==> src/hdl/ilv_pkg.sv <==
`timescale 1ns / 1ps

package ilv_pkg;

  localparam int LANES = 4;
  localparam int QUEUE_DEPTH = 2;

  // Lane order: binary, octal, decimal, hex
  localparam logic [1:0] LANE_BIN = 2'd0;
  localparam logic [1:0] LANE_OCT = 2'd1;
  localparam logic [1:0] LANE_DEC = 2'd2;
  localparam logic [1:0] LANE_HEX = 2'd3;

  localparam logic [4:0] LANE_BASE  [LANES] = '{5'd2, 5'd8, 5'd10, 5'd16};
  localparam logic [6:0] LANE_LIMIT [LANES] = '{7'd64, 7'd22, 7'd20, 7'd16};
  localparam logic [7:0] LANE_PREFIX[LANES] = '{8'h62, 8'h6f, 8'h00, 8'h78};

  localparam logic [2:0] MODE_ANY = 3'd0;
  localparam logic [2:0] MODE_BIN = 3'd1;
  localparam logic [2:0] MODE_OCT = 3'd2;
  localparam logic [2:0] MODE_DEC = 3'd3;
  localparam logic [2:0] MODE_HEX = 3'd4;

  localparam logic [1:0] SIGN_NONE  = 2'd0;
  localparam logic [1:0] SIGN_PLUS  = 2'd1;
  localparam logic [1:0] SIGN_MINUS = 2'd2;

  // Character position, saturating once past the prefix
  localparam logic [1:0] POS_FIRST  = 2'd0;
  localparam logic [1:0] POS_SECOND = 2'd1;
  localparam logic [1:0] POS_THIRD  = 2'd2;
  localparam logic [1:0] POS_LATER  = 2'd3;

  localparam logic [7:0] CHAR_ZERO       = 8'h30;
  localparam logic [7:0] CHAR_NINE       = 8'h39;
  localparam logic [7:0] CHAR_LOWER_A    = 8'h61;
  localparam logic [7:0] CHAR_LOWER_F    = 8'h66;
  localparam logic [7:0] CHAR_UPPER_A    = 8'h41;
  localparam logic [7:0] CHAR_UPPER_F    = 8'h46;
  localparam logic [7:0] CHAR_UNDERSCORE = 8'h5f;
  localparam logic [7:0] CHAR_MINUS      = 8'h2d;
  localparam logic [7:0] CHAR_PLUS       = 8'h2b;

  localparam logic [4:0] NOT_A_DIGIT = 5'd16;

  typedef struct packed {
    logic [4:0]       digit;
    logic             is_zero;
    logic             is_underscore;
    logic             is_sign;
    logic [LANES-1:0] prefix_hit;
    logic [1:0]       pos;
    logic [1:0]       sign;
    logic [2:0]       mode;
    logic             last;
  } item_t;

  // value * base for a lane, kept wide so overflow shows in the top bits
  function automatic logic [67:0] lane_scale(input logic [1:0] lane, input logic [63:0] v);
    logic [67:0] w;
    w = {4'b0, v};
    case (lane)
      LANE_BIN: lane_scale = w << 1;
      LANE_OCT: lane_scale = w << 3;
      LANE_DEC: lane_scale = (w << 3) + (w << 1);
      LANE_HEX: lane_scale = w << 4;
      default:  lane_scale = '0;
    endcase
  endfunction

endpackage

==> src/hdl/integer_literal_validator.sv <==
`timescale 1ns / 1ps

// Channel  Direction  Handshake            Payload
// in       input      in_valid / in_stall   char_code[7:0], last_char, base_mode[2:0]
// out      output     out_valid / out_stall is_valid
//
// One item a cycle sustained while in_stall is low; the item marked last is
// registered in the queue, then its verdict is driven from the output register.
// The front classifies a character in the cycle it is taken; the back runs
// all four lane accumulators on one queued item per cycle unless a verdict stalls.
// rst is synchronous and clears position, mode, lanes, queue and output.
// in_stall rises only while the queue is full; a stalled verdict holds the
// back only when the next queued item is also a last character.

module integer_literal_validator #(
  parameter int QUEUE_DEPTH = ilv_pkg::QUEUE_DEPTH
) (
  input  logic       clk,
  input  logic       rst,
  input  logic [7:0] char_code,
  input  logic       last_char,
  input  logic [2:0] base_mode,
  input  logic       in_valid,
  output logic       in_stall,
  output logic       is_valid,
  output logic       out_valid,
  input  logic       out_stall
);
  import ilv_pkg::*;

  logic  push;
  logic  q_pop;
  logic  q_valid;
  item_t push_item;
  item_t q_item;

  assign push = in_valid && !in_stall;

  ilv_front u_front (
    .clk       (clk),
    .rst       (rst),
    .char_code (char_code),
    .last_char (last_char),
    .base_mode (base_mode),
    .push      (push),
    .push_item (push_item)
  );

  ilv_queue #(
    .DEPTH (QUEUE_DEPTH)
  ) u_queue (
    .clk       (clk),
    .rst       (rst),
    .push      (push),
    .push_item (push_item),
    .full      (in_stall),
    .pop       (q_pop),
    .not_empty (q_valid),
    .head_item (q_item)
  );

  ilv_back u_back (
    .clk       (clk),
    .rst       (rst),
    .not_empty (q_valid),
    .head_item (q_item),
    .pop       (q_pop),
    .is_valid  (is_valid),
    .out_valid (out_valid),
    .out_stall (out_stall)
  );

`ifndef SYNTHESIS
  a_pop_needs_item: assert property (@(posedge clk) disable iff (rst)
    q_pop |-> q_valid)
    else $error("queue popped while empty");

  a_no_verdict_overwrite: assert property (@(posedge clk) disable iff (rst)
    (out_valid && out_stall) |-> !(q_pop && q_item.last))
    else $error("verdict overwritten while stalled");

  a_full_not_empty: assert property (@(posedge clk) disable iff (rst)
    in_stall |-> q_valid)
    else $error("queue full but reports empty");
`endif

endmodule

==> src/hdl/ilv_front.sv <==
`timescale 1ns / 1ps

module ilv_front (
  input  logic              clk,
  input  logic              rst,
  input  logic [7:0]        char_code,
  input  logic              last_char,
  input  logic [2:0]        base_mode,
  input  logic              push,
  output ilv_pkg::item_t    push_item
);
  import ilv_pkg::*;

  logic [1:0] pos;
  logic [2:0] mode_held;
  logic [1:0] sign_seen;
  logic [1:0] cur_sign;
  logic [4:0] digit;

  always_comb begin
    if (char_code >= CHAR_ZERO && char_code <= CHAR_NINE) begin
      digit = 5'(char_code - CHAR_ZERO);
    end else if (char_code >= CHAR_LOWER_A && char_code <= CHAR_LOWER_F) begin
      digit = 5'(char_code - CHAR_LOWER_A) + 5'd10;
    end else if (char_code >= CHAR_UPPER_A && char_code <= CHAR_UPPER_F) begin
      digit = 5'(char_code - CHAR_UPPER_A) + 5'd10;
    end else begin
      digit = NOT_A_DIGIT;
    end
  end

  always_comb begin
    if (char_code == CHAR_MINUS) begin
      cur_sign = SIGN_MINUS;
    end else if (char_code == CHAR_PLUS) begin
      cur_sign = SIGN_PLUS;
    end else begin
      cur_sign = SIGN_NONE;
    end
  end

  always_comb begin
    push_item.digit         = digit;
    push_item.is_zero       = (char_code == CHAR_ZERO);
    push_item.is_underscore = (char_code == CHAR_UNDERSCORE);
    push_item.is_sign       = (cur_sign != SIGN_NONE);
    for (int l = 0; l < LANES; l++) begin
      push_item.prefix_hit[l] = (char_code == LANE_PREFIX[l]);
    end
    push_item.pos  = pos;
    push_item.sign = (pos == POS_FIRST) ? cur_sign : sign_seen;
    push_item.mode = (pos == POS_FIRST) ? base_mode : mode_held;
    push_item.last = last_char;
  end

  always_ff @(posedge clk) begin
    if (rst) begin
      pos       <= POS_FIRST;
      mode_held <= MODE_ANY;
      sign_seen <= SIGN_NONE;
    end else if (push) begin
      if (last_char) begin
        pos       <= POS_FIRST;
        mode_held <= MODE_ANY;
        sign_seen <= SIGN_NONE;
      end else begin
        if (pos != POS_LATER) begin
          pos <= pos + 2'd1;
        end
        if (pos == POS_FIRST) begin
          mode_held <= base_mode;
          sign_seen <= cur_sign;
        end
      end
    end
  end

endmodule

==> src/hdl/ilv_queue.sv <==
`timescale 1ns / 1ps

module ilv_queue #(
  parameter int DEPTH = ilv_pkg::QUEUE_DEPTH
) (
  input  logic           clk,
  input  logic           rst,
  input  logic           push,
  input  ilv_pkg::item_t push_item,
  output logic           full,
  input  logic           pop,
  output logic           not_empty,
  output ilv_pkg::item_t head_item
);
  import ilv_pkg::*;

  localparam int PTR_W = (DEPTH > 1) ? $clog2(DEPTH) : 1;
  localparam int CNT_W = $clog2(DEPTH + 1);

  item_t            slots [DEPTH];
  logic [PTR_W-1:0] wr_ptr;
  logic [PTR_W-1:0] rd_ptr;
  logic [CNT_W-1:0] count;

  assign full      = (count == CNT_W'(DEPTH));
  assign not_empty = (count != '0);
  assign head_item = slots[rd_ptr];

  always_ff @(posedge clk) begin
    if (push) begin
      slots[wr_ptr] <= push_item;
    end
  end

  always_ff @(posedge clk) begin
    if (rst) begin
      wr_ptr <= '0;
      rd_ptr <= '0;
      count  <= '0;
    end else begin
      if (push) begin
        wr_ptr <= (wr_ptr == PTR_W'(DEPTH - 1)) ? '0 : wr_ptr + PTR_W'(1);
      end
      if (pop) begin
        rd_ptr <= (rd_ptr == PTR_W'(DEPTH - 1)) ? '0 : rd_ptr + PTR_W'(1);
      end
      if (push && !pop) begin
        count <= count + CNT_W'(1);
      end else if (pop && !push) begin
        count <= count - CNT_W'(1);
      end
    end
  end

endmodule

==> src/hdl/ilv_back.sv <==
`timescale 1ns / 1ps

module ilv_back (
  input  logic           clk,
  input  logic           rst,
  input  logic           not_empty,
  input  ilv_pkg::item_t head_item,
  output logic           pop,
  output logic           is_valid,
  output logic           out_valid,
  input  logic           out_stall
);
  import ilv_pkg::*;

  logic [63:0] lane_value      [LANES];
  logic [6:0]  lane_count      [LANES];
  logic        lane_ok         [LANES];
  logic [63:0] lane_value_next [LANES];
  logic [6:0]  lane_count_next [LANES];
  logic        lane_ok_next    [LANES];
  logic [67:0] lane_sum        [LANES];
  logic        body_first      [LANES];
  logic [LANES-1:0] lane_pass;
  logic        fits_dec;
  logic        verdict;

  // A last item needs a free output slot; others go straight through
  assign pop = not_empty && (!head_item.last || !out_valid || !out_stall);

  always_comb begin
    for (int l = 0; l < LANES; l++) begin
      lane_value_next[l] = lane_value[l];
      lane_count_next[l] = lane_count[l];
      lane_ok_next[l]    = lane_ok[l];
      lane_sum[l]        = lane_scale(2'(l), lane_value[l]) + 68'(head_item.digit);
      if (2'(l) == LANE_DEC) begin
        body_first[l] = (head_item.pos == POS_FIRST) ||
                        (head_item.pos == POS_SECOND && head_item.sign != SIGN_NONE);
      end else begin
        body_first[l] = (head_item.pos == POS_THIRD);
      end
      if (lane_ok[l]) begin
        if (2'(l) != LANE_DEC && head_item.pos == POS_FIRST) begin
          lane_ok_next[l] = head_item.is_zero;
        end else if (2'(l) != LANE_DEC && head_item.pos == POS_SECOND) begin
          lane_ok_next[l] = head_item.prefix_hit[l];
        end else if (2'(l) == LANE_DEC && head_item.pos == POS_FIRST &&
                     head_item.is_sign) begin
          lane_ok_next[l] = 1'b1;
        end else if (head_item.is_underscore) begin
          if (body_first[l]) begin
            lane_ok_next[l] = 1'b0;
          end
        end else if (head_item.digit >= LANE_BASE[l] ||
                     lane_count[l] >= LANE_LIMIT[l] ||
                     lane_sum[l][67:64] != 4'd0) begin
          lane_ok_next[l] = 1'b0;
        end else begin
          lane_value_next[l] = lane_sum[l][63:0];
          lane_count_next[l] = lane_count[l] + 7'd1;
        end
      end
    end
  end

  // Decimal magnitude: up to 2^63 after a minus, below 2^63 otherwise
  always_comb begin
    if (head_item.sign == SIGN_MINUS) begin
      fits_dec = !lane_value_next[LANE_DEC][63] || (lane_value_next[LANE_DEC][62:0] == '0);
    end else begin
      fits_dec = !lane_value_next[LANE_DEC][63];
    end
    for (int l = 0; l < LANES; l++) begin
      lane_pass[l] = lane_ok_next[l] && (lane_count_next[l] != 7'd0) &&
                     ((2'(l) != LANE_DEC) || fits_dec);
    end
    case (head_item.mode)
      MODE_ANY: verdict = |lane_pass;
      MODE_BIN: verdict = lane_pass[LANE_BIN];
      MODE_OCT: verdict = lane_pass[LANE_OCT];
      MODE_DEC: verdict = lane_pass[LANE_DEC];
      MODE_HEX: verdict = lane_pass[LANE_HEX];
      default:  verdict = 1'b0;
    endcase
  end

  always_ff @(posedge clk) begin
    if (rst) begin
      for (int l = 0; l < LANES; l++) begin
        lane_value[l] <= '0;
        lane_count[l] <= '0;
        lane_ok[l]    <= 1'b1;
      end
    end else if (pop) begin
      for (int l = 0; l < LANES; l++) begin
        if (head_item.last) begin
          lane_value[l] <= '0;
          lane_count[l] <= '0;
          lane_ok[l]    <= 1'b1;
        end else begin
          lane_value[l] <= lane_value_next[l];
          lane_count[l] <= lane_count_next[l];
          lane_ok[l]    <= lane_ok_next[l];
        end
      end
    end
  end

  always_ff @(posedge clk) begin
    if (rst) begin
      out_valid <= 1'b0;
    end else if (pop && head_item.last) begin
      out_valid <= 1'b1;
    end else if (!out_stall) begin
      out_valid <= 1'b0;
    end
  end

  always_ff @(posedge clk) begin
    if (pop && head_item.last) begin
      is_valid <= verdict;
    end
  end

endmodule

==> config.mk <==
export PLATFORM = sky130hd
export DESIGN_NAME = integer_literal_validator
export DESIGN_NICKNAME = d
export VERILOG_FILES = /design/src/hdl/ilv_pkg.sv /design/src/hdl/integer_literal_validator.sv /design/src/hdl/ilv_front.sv /design/src/hdl/ilv_queue.sv /design/src/hdl/ilv_back.sv
export SDC_FILE = /design/constraint.sdc
export NUM_CORES = 1
export LEC_CHECK = 0
export ABC_AREA = 1
export ABC_CLOCK_PERIOD_IN_PS = 7800
export BUFFER_PORTS_ARGS = -buffer_cell sky130_fd_sc_hd__buf_2
export CORE_MARGIN = 1
export CORE_UTILIZATION = 45
export CTS_CLUSTER_DIAMETER = 80
export CTS_CLUSTER_SIZE = 8
export DETAILED_ROUTE_END_ITERATION = 8
export PLACE_DENSITY = 0.71
export SYNTH_ARGS = -nofsm -noshare
export SYNTH_HDL_FRONTEND = slang
export SYNTH_HIERARCHICAL = 1
export SYNTH_SLANG_ARGS = --single-unit
==> constraint.sdc <==
create_clock -name clk -period 7.8 [get_ports clk]
set_clock_uncertainty 0.2 [all_clocks]
set_input_delay 0.39 -clock clk [delete_from_list [all_inputs] [get_ports clk]]
set_output_delay 0.39 -clock clk [all_outputs]
set_load 0.005 [all_outputs]
# Word-level counts from Yosys, hierarchy flattened
# Memories as Yosys holds them, arrays and structs flattened. A register that Yosys moved wholly into a read port is not among the register bits.
# Index checks and enable logic that the tools add are counted.
# word_totals
out_inout_bits	3
memories	4
ramBits	328
register_bits	13
elab_cells	256
# op_classes
mux	116
eq_ne	17
reduce_logical	54
addsub	19
n_bitwise	24
magnitude_cmp	14
# mem_list
memory	depth	width	read_ports	rd_clocked_by_memory_dff	write_ports	line_no	text
u_back.lane_value	4	64	4	0	4	ilv_back.sv:15	logic [63:0] lane_value [LANES];
u_queue.slots	2	20	1	1	1	ilv_queue.sv:20	item_t slots [DEPTH];
u_back.lane_count	4	7	4	0	4	ilv_back.sv:16	logic [6:0] lane_count [LANES];
u_back.lane_ok	4	1	4	0	4	ilv_back.sv:17	logic lane_ok [LANES];
# op_table
cell	count
64-bit two-way mux	27
7-bit two-way mux	27
68-bit by 5-bit adder with 68-bit output	2
67-bit by 5-bit adder with 68-bit output	1
67-bit by 65-bit adder with 68-bit output	1
65-bit by 5-bit adder with 66-bit output	1
63-bit zero test	1
1-bit two-way mux	49
8-bit by 7-bit == test with 1-bit output (second input constant)	4
7-bit by 1-bit adder with 7-bit output (second input constant)	4
7-bit nonzero test	4
8-bit by 6-bit == test with 1-bit output (second input constant)	3
1-bit bitwise OR	24
7-bit by 5-bit greater-or-equal comparator with 1-bit output (second input constant)	3
8-bit by 7-bit greater-or-equal comparator with 1-bit output (second input constant)	2
8-bit by 7-bit <= comparator with 1-bit output (second input constant)	2
4-bit nonzero test	4
1-bit logical AND	15
5-bit two-way mux	3
2-bit two-way mux	7
1-bit logical OR	12
5-bit by 4-bit adder with 5-bit output (second input constant)	2
5-bit by 4-bit greater-or-equal comparator with 1-bit output (second input constant)	2
2-bit nonzero test	5
other kinds (25)	39

# Longest topological paths before layout
# An unclocked memory read counts as a cell.
# depth
depth_word	15
depth_mapped	35

# Cells and area by module
# The synthesis kept the hierarchy.
# modules_own_cells
module	n_inst	area_per_inst_um2	cells_each
ilv_back	1	23293.6	3261
ilv_queue	1	1750.4	95
ilv_front	1	684.4	110
integer_literal_validator	1	10.0	2

# Worst setup path after synthesis
# No wires, ideal clock.
# synth_path
path_type	register -> register
from	register (tool-made name)
to	memory u_back.lane_value[1][0], enable pin
setup_time_ns	0.507
t_arrival_ns	5.738
required_ns	7.093
path_buffers	1
path_stages_with_launch	17
slack_ns	1.355
path_cell_list	dfxtp_1 -> buf_6 -> mux2_4 -> ha_1 -> inv_1 -> fa_1 -> nor3_1 -> nand2_1 -> nor2_1 -> nand3b_1 -> nor2_1 -> xor2_1 -> nor2_1 -> nand3_1 -> nor2_1 -> nand2_1 -> a21oi_1
# synth_lines
item	line_no
end: declaration	ilv_back.sv:15

==> key figures <==
Place
  • DP HPWL: 48.4 mm
  • Count of input and output buffers: 18
  • Cell total after placement: between 4,000 and 5,000
  • Setup WS pre-CTS: about 2.2 ns
  • Routability-driven placement congestion ratio: between 0.9 and 1

Critical path
  • Worst-path maximum fanout: 29
  • Worst r2r path cells: 31
  • Crit Path Category: register to register
  • Crit. End Element: register
  • Worst path arrival time: a little under 6 ns
  • Slowest-stage cell, CP: sky130_fd_sc_hd__inv_1
  • Worst path required time: ~8.1 ns
  • Critical path's largest stage delay: around 0.73 ns
  • Critical Path Source Type: register
  • Cell seen most often among critical-path stages: sky130_fd_sc_hd__nand2_1

Status
  • Run status: finished clean

Clock tree
  • Longest Clk Path Bufs: 3
  • CTS root buffer: sky130_fd_sc_hd__clkbuf_16
  • TritonCTS clock tree: done
  • Worst-path clk slew: approximately 0.05 ns
  • H-tree depth: 2
  • Clock insertion delay at the later pin of the skew report: roughly 0.6 ns
  • Num CTS Buffers: 48
  • Post-CTS repair timing setup buffer count: 0
  • Sink Count: 340

Timing
  • Tightest Pin Transition: between 1 and 1.5 ns
  • Final Worst Setup Slack: 2.18 ns
  • Fin crit share: 72.1%
  • Final slew viol count: 0
  • Final-layout worst hold slack: 0.0454 ns
  • Setup violation total in the final timing report: 0
  • Unrepaired setup endpoints after global routing: no
  • Clock period minus worst slack: about 5.6 ns
  • Setup TNS: 0 ns
  • Achievable clock frequency: 0.178 GHz
  • Count of endpoints failing hold in the final timing report: 0
  • Headroom to the max-slew limit: 25.1%

Layout
  • Fill count: between 5,000 and 6,000
  • Most frequent standard cell in the layout excluding fill and tap cells: sky130_fd_sc_hd__nand2_1
  • Commonest cells after routing, fill and taps aside: sky130_fd_sc_hd__nand2_1 (809), sky130_fd_sc_hd__inv_1 (559), sky130_fd_sc_hd__nor2_1 (458), sky130_fd_sc_hd__edfxtp_1 (324), sky130_fd_sc_hd__a21oi_1 (247)
  • Antenna diode count: 0
  • Number of nets at the end of the flow: about 3,700
  • Share of post-route cells with drive strength above 1: between 5 and 6%
  • Fraction of the core area covered by cells at the end of the flow: 49.6%
  • Relative area change from synthesis to final layout: 8.99%
  • Cell Count, Final, Fillers Out: 4,275

Routing
  • Per-cell via count in the routed design: 5.31
  • Final wirelength: ~64 mm
  • Drt initial violations: approximately 1,900
  • Number of search-and-repair iterations in the first detailed-routing pass: 7
  • DRC violation count after routing: 0
  • Wire length per cell after detailed routing: ~15 µm
  • Number of nets with antenna violations after detailed routing: 0
  • Count of vias placed by the detailed router: around 23,000

Yosys
  • Netlist area before placement: around 26,000 µm²
  • Cell count after synthesis: between 3,000 and 4,000
  • Mean cell area of the mapped netlist: ~7.4 µm²
  • Number of nets produced by synthesis: ~3,600
  • YS warnings: 6

Global routing
  • Largest net degree at the start of global routing: roughly 120
  • Residual overflow from global routing: 0
  • GRT Max-Usage Layer: met2
  • Met1 track demand over resource: 30.1%
  • Antenna violations before repair: 0
  • Fraction of met3 tracks used by global routing: ~2.9%
  • Number of global-route vias before repair: 21,300
  • GRT Resource Usage Total: 22.2%
  • Fraction of met2 tracks used by global routing: 37.0%
  • First-pass GRT wire length: roughly 100 mm

Die
  • Area of the die: between 50,000 and 60,000 µm²
  • Top-level I/O count: 19
  • Total core area: approximately 56,000 µm²
  • DIE WIDTH: about 240 µm
  • Die Ht: ~240 µm
  • Std-Cell Rows: 87
  • Starting utilization of the core area: 45.5%

Flow run
  • Max-cap violation count: 0

Power
  • Static leakage power: 11.9 nW
  • Largest vdd supply drop: around 220 µV
  • Total power divided by cell area: roughly 340 nW/µm²

Worst hold path
  • Depth of the worst hold-timing path: 5
  • Worst min-delay path category: input pin to register
## through the flow
stage	power, mW	cell area (µm²)
final	9.48	28000
after global routing	10.2	28000
after CTS	9.51	28000
after detailed placement	7.54	26600
after global placement	7.50	26600
after floorplan	6.42	25700
## area by class of cell
cell class	count	area, µm²	area share (%)
Multi-Input combinational cell	2501	13200	47.3
Sequential cell	340	10000	35.9
Inverter	571	2150	7.69
Clock buffer	66	1270	4.54
Tap cell	756	946	3.38
Timing Repair Buffer	38	258	0.922
Clock inverter	3	55.1	0.197
## metal layers
metal / wire [µm] / vias up / part of all wire, %
met3: 3530 / 109 / 5.5
met1: 29600 / 10400 / 46
li1: - / 11600 / -
met5: 0 / - / 0
met2: 29500 / 617 / 46
met4: 1720 / 0 / 2.7
## where the power goes
| group | switching (mW) | internal, mW |
|---|---|---|
| logic | 2.70 | 1.26 |
| clock network | 0.764 | 1.14 |
| registers | 0.641 | 2.98 |
| total | 4.10 | 5.38 |
## critical path: cells and delay by family, from the launching register on
kind                       cells  cell delay (ns)
adders and majority gates      2             0.90
AOI/OAI and AO/OA              1             0.14
muxes                          1             0.41
and+or+nand+nor               25             2.35
buffers and inverters          2             1.07
DFF                            1             0.38
## flip-flops by register name, summed over array words and instances (netlist names), named ones only
signal,flops
u_back/is_valid,1
u_front/sign_seen,2
u_back/lane_value,256
u_queue/count,2
u_queue/slots,38
u_front/pos,2
u_back/lane_count,28
u_queue/wr_ptr,1
u_back/lane_ok,4
u_back/out_valid,1
u_queue/rd_ptr,1
u_front/mode_held,3
## what timing repair did
| item | in CTS | in global routing |
|---|---|---|
| resized for setup | 0 | 0 |
| endpoints found under the hold margin | 18 | 0 |
| hold buffers | 7 | 0 |
## worst paths after layout
path                        startpoint                   end  slack [ns]
setup / recovery              register       u_back/is_valid        2.18
hold / removal                in_valid        u_queue/wr_ptr        0.05
setup reg to reg              register       u_back/is_valid        2.18
hold reg to reg   u_front/sign_seen[1]  u_front/sign_seen[1]        0.27
Power figures use the tool's default switching activity.
